==> src/hw/rtl/sle_pkg.sv <==
`timescale 1ns / 1ps
// ----------------------------------------------------------------------------
// sle_pkg: shared types for the sorted list engine
// Operation and status codes, and the control word broadcast to the cells.
// ----------------------------------------------------------------------------
package sle_pkg;

  typedef enum logic [2:0] {
    OP_INSERT   = 3'd0,
    OP_DELETE   = 3'd1,
    OP_CONTAINS = 3'd2,
    OP_CLEAR    = 3'd3,
    OP_RSTPOS   = 3'd4,
    OP_READ     = 3'd5
  } op_t;

  typedef enum logic [1:0] {
    ST_OK       = 2'd0,
    ST_FULL     = 2'd1,
    ST_NOTFOUND = 2'd2,
    ST_PAST_END = 2'd3
  } status_t;

  // cmp: latch compare flags; ins / del: shift the row
  typedef struct packed {
    logic cmp;
    logic ins;
    logic del;
  } cell_ctl_t;

endpackage

==> src/hw/rtl/sle_cell.sv <==
`timescale 1ns / 1ps
// ----------------------------------------------------------------------------
// sle_cell: one slot of the sorted row
// Holds one entry, registers its compare flags against the operand and takes
// its neighbor's entry, or the operand on an insert, when the row shifts for an insert or a delete.
// ----------------------------------------------------------------------------
module sle_cell #(
  parameter int unsigned VALUE_WIDTH = 32
) (
  input  logic                   clk,
  input  sle_pkg::cell_ctl_t     ctl,
  input  logic [VALUE_WIDTH-1:0] value,
  input  logic                   valid,
  input  logic                   prev_s,
  input  logic [VALUE_WIDTH-1:0] prev_entry,
  input  logic [VALUE_WIDTH-1:0] next_entry,
  output logic [VALUE_WIDTH-1:0] entry,
  output logic                   s_flag,
  output logic                   ge_flag,
  output logic                   eq_flag
);

  logic [VALUE_WIDTH-1:0] entry_next;

  // s_flag: an insert lands at or before this slot (empty slots count as +inf)
  always_comb begin
    entry_next = entry;
    if (ctl.ins) begin
      if (prev_s) begin
        entry_next = prev_entry;
      end else if (s_flag) begin
        entry_next = value;
      end
    end else if (ctl.del && ge_flag) begin
      entry_next = next_entry;
    end
  end

  always_ff @(posedge clk) begin
    entry <= entry_next;
    if (ctl.cmp) begin
      s_flag  <= !valid || (entry > value);
      ge_flag <= valid && (entry >= value);
      eq_flag <= valid && (entry == value);
    end
  end

endmodule

==> config.mk <==
export PLATFORM = sky130hd
export DESIGN_NAME = sle_cell
export DESIGN_NICKNAME = d
export VERILOG_FILES = /design/src/hw/rtl/sle_pkg.sv /design/src/hw/rtl/sle_cell.sv
export SDC_FILE = /design/constraint.sdc
export NUM_CORES = 1
export LEC_CHECK = 0
export ABC_CLOCK_PERIOD_IN_PS = 7900
export BUFFER_PORTS_ARGS = -buffer_cell sky130_fd_sc_hd__buf_4
export CAP_MARGIN = 25
export CORE_UTILIZATION = 49
export DETAILED_ROUTE_END_ITERATION = 16
export PLACE_DENSITY = 0.85
export SETUP_SLACK_MARGIN = 0.05
export SLEW_MARGIN = 20
export SYNTH_ARGS = -nofsm -noshare
export SYNTH_HDL_FRONTEND = slang
export SYNTH_SLANG_ARGS = --single-unit
==> constraint.sdc <==
create_clock -name clk -period 7.9 [get_ports clk]
set_clock_uncertainty 0.05 [all_clocks]
set_input_delay 0.79 -clock clk [delete_from_list [all_inputs] [get_ports clk]]
set_output_delay 0.79 -clock clk [all_outputs]
set_load 0.01 [all_outputs]
==> flow_metrics.env <==
export IMPL_status="completed"
export IMPL_worstSetupEndpointType="flop"
export IMPL_yosys_warnings=0
export IMPL_dp_hpwl_um=5160
export IMPL_grt_first_pass_wirelength_um=10300
export IMPL_drtAntennaViolNets=0
export IMPL_cp_cell_sequence="buf_4 > inv_1 > ha_1 > a21oi_1 > nand2_1 > a221o_1 > o311ai_1 > o211ai_1"
export IMPL_wire_per_inst_um=14.4
export IMPL_ys_seq_elements=35
export IMPL_rsz0062_at_grt="no"
export IMPL_switching_share=0.287
export IMPL_synth_cell_types=28
export IMPL_cp_max_fo=3
export IMPL_fin_crit_ns=2.34
export IMPL_max_stage_delay_ns=0.36
export IMPL_grt_max_degree=67
export IMPL_n_antenna_cell=0
export IMPL_setup_violations_final=0
export IMPL_routed_wl_um=6680
export IMPL_vias=2417
export IMPL_root_buffer="clkbuf_8"
export IMPL_cts_path_max_buffers=2
export IMPL_seqPwrFrac=0.449
export IMPL_cts_made_buffers=5
export IMPL_holdWs_ns=0.663
export IMPL_grt_use_total=0.247
export IMPL_p_switching_w=0.000151
export IMPL_startpoint_type="input port"
export IMPL_fmax_ghz=0.428
export IMPL_pwr_share_clk=0.237
export IMPL_comb_power_share=0.314
export IMPL_drv_cap=0
export IMPL_critical_path_required_ns=7.88
export IMPL_worstSkewPairLatency_ns=0.29
export IMPL_initialDrtViolationCount=91
export IMPL_cts_tree="built"
export IMPL_critPathTopFamily="compound AO/OA/AOI/OAI gates"
export IMPL_leakagePower_nw=1.90
export IMPL_core_mm2=0.00488
export IMPL_fin_crit_sh=0.296
export IMPL_critPathArrivalTime_ns=2.31
export IMPL_min_path_type="input port to flop"
export IMPL_dieArea_mm2=0.00553
export IMPL_syn_num_nets=397
export IMPL_htree_levels=2
export IMPL_p_int_w=0.000375
export IMPL_antenna_found_initial=0
export IMPL_worst_slew_pin_slew_ns=0.622
export IMPL_synth_seq_area_share=0.409
export IMPL_syn_inst=263
export IMPL_first_global_vias=2357
export IMPL_cts_hold_buf=0
export IMPL_relSlewSlack=0.586
export IMPL_dr_pass1_iters=4
export IMPL_crit_type="input port to flop"
export IMPL_syn2layout_area_growth_pct=45.9
export IMPL_die_h_um=74.4
export IMPL_post_cts_buffers=0
export IMPL_clkSinkCount=35
export IMPL_cp_slowest_cell="a221o_1"
export IMPL_tns_ns=0
export IMPL_drive_above_1_share=0.373
export IMPL_synthesis_area_mm2=0.00257
export IMPL_crit_buf_inv=2
export IMPL_peakVddDrop_mv=0.0883
export IMPL_fp_dieW_um=74.4
export IMPL_synthesis_area_per_instance_um2=9.76
export IMPL_maxSlewViolCount=0
export IMPL_final_nets=530
export IMPL_num_io_pins=137
export IMPL_cts_clk_slew_worst_paths_ns=0.07
export IMPL_drc=0
export IMPL_hold_violations=0
export IMPL_nFillCells=358
export IMPL_rows=25
export IMPL_io_buffers=136
export IMPL_overflow=0
export IMPL_cts_resized=0
export IMPL_cellPowerDensity_mw_per_mm2=140
export IMPL_initial_core_util=0.526
export IMPL_viasPerCell=5.21
export IMPL_gp_congestion=0.725
-- routing by layer --
layer,up-vias,track usage,part of all wire
met5,-,0,0
met4,0,0.0839,0.010
met3,7,0.0596,0.073
met2,90,0.442,0.53
met1,1102,0.287,0.39
li1,1218,-,-
-- cell usage after synthesis --
cell type / count / share of area
o31ai_1: 1 / 0.0029
nor3_1: 1 / 0.0019
o21ai_1: 1 / 0.0019
and3_4: 1 / 0.0044
a31oi_1: 1 / 0.0024
o311ai_1: 1 / 0.0034
a21oi_1: 47 / 0.092
nand2_1: 8 / 0.012
nand4_1: 3 / 0.0073
buf_1: 2 / 0.0029
mux2i_1: 32 / 0.12
a21boi_2: 1 / 0.0044
edfxtp_1: 35 / 0.41
a221o_1: 3 / 0.012
nor2b_1: 1 / 0.0024
and3_2: 1 / 0.0029
buf_2: 3 / 0.0058
clkbuf_1: 6 / 0.0088
a21o_1: 1 / 0.0029
nor4_4: 1 / 0.0083
nor2_1: 35 / 0.051
ha_1: 32 / 0.16
inv_1: 34 / 0.050
nand4_2: 1 / 0.0049
nand3_1: 5 / 0.0097
o211ai_1: 2 / 0.0058
and4_1: 2 / 0.0068
o21ai_0: 2 / 0.0039
-- cell type report --
type                            instances  area, µm²  share of cell area
Multi-Input combinational cell        183       1360               0.362
Sequential cell                        35       1050               0.281
Timing Repair Buffer                  137       1050               0.280
Inverter                               34        128              0.0341
Tap cell                               67       83.8              0.0224
Clock buffer                            6       72.6              0.0194
Clock inverter                          2       7.51             0.00200
-- flip-flops by register name (all words and copies together), names as in the netlist --
name / flops
entry: 32
s_flag: 1
eq_flag: 1
ge_flag: 1
-- power by group through the flow --
stage	Sequential (W)	Combinational, W	Clock [W]
2_1_floorplan	0.000247	0.0000718	0
3_3_place_gp	0.000240	0.000157	0
3_5_place_dp	0.000241	0.000162	0
4_1_cts	0.000237	0.000163	0.000126
5_1_grt	0.000238	0.000184	0.000137
6_report	0.000236	0.000165	0.000125
-- cells by family after synthesis --
family,share of synthesized area
AOI/OAI and AO/OA,0.131
and+or+nand+nor,0.112
buffers and inverters,0.0672
DFF,0.409
muxes,0.125
adders and majority gates,0.156
-- metrics by stage --
| step | setup slack, ns | power [W] | cells | util | instance area, µm² |
|---|---|---|---|---|---|
| after floorplan | 4.43 | 0.000319 | 263 | - | 2570 |
| after global placement | 5.17 | 0.000396 | 455 | 0.746 | 3640 |
| after detailed placement | 5.15 | 0.000403 | 455 | 0.746 | 3640 |
| after CTS | 5.46 | 0.000526 | 463 | 0.762 | 3720 |
| after global routing | 5.47 | 0.000558 | 464 | 0.768 | 3750 |
| final | 5.56 | 0.000526 | 464 | 0.768 | 3750 |
-- cells in the final DEF, fill, tap and decap left out, types with 2 or more instances in the layout --
cell type and n:
a21oi_1 46, nand4_1 3, nand2_1 8, o21ai_0 2, ha_1 32, inv_1 34
and4_1 2, o211ai_1 2, buf_4 136, edfxtp_1 35, nand3_1 5, nor2_1 35
clkbuf_8 5, a221o_1 3, clkinv_1 2, mux2i_1 32
-- path summary, 6_finish.rpt --
kind,start,to,slack (ns),cells after the start
setup / recovery,value[14],ge_flag,5.56,8
hold / removal,ctl[2],ge_flag,0.66,1
setup reg to reg,entry[14],ge_flag,5.75,6
hold reg to reg,ge_flag,entry[30],0.90,2
Note: power is estimated with default switching activity, not from simulation.
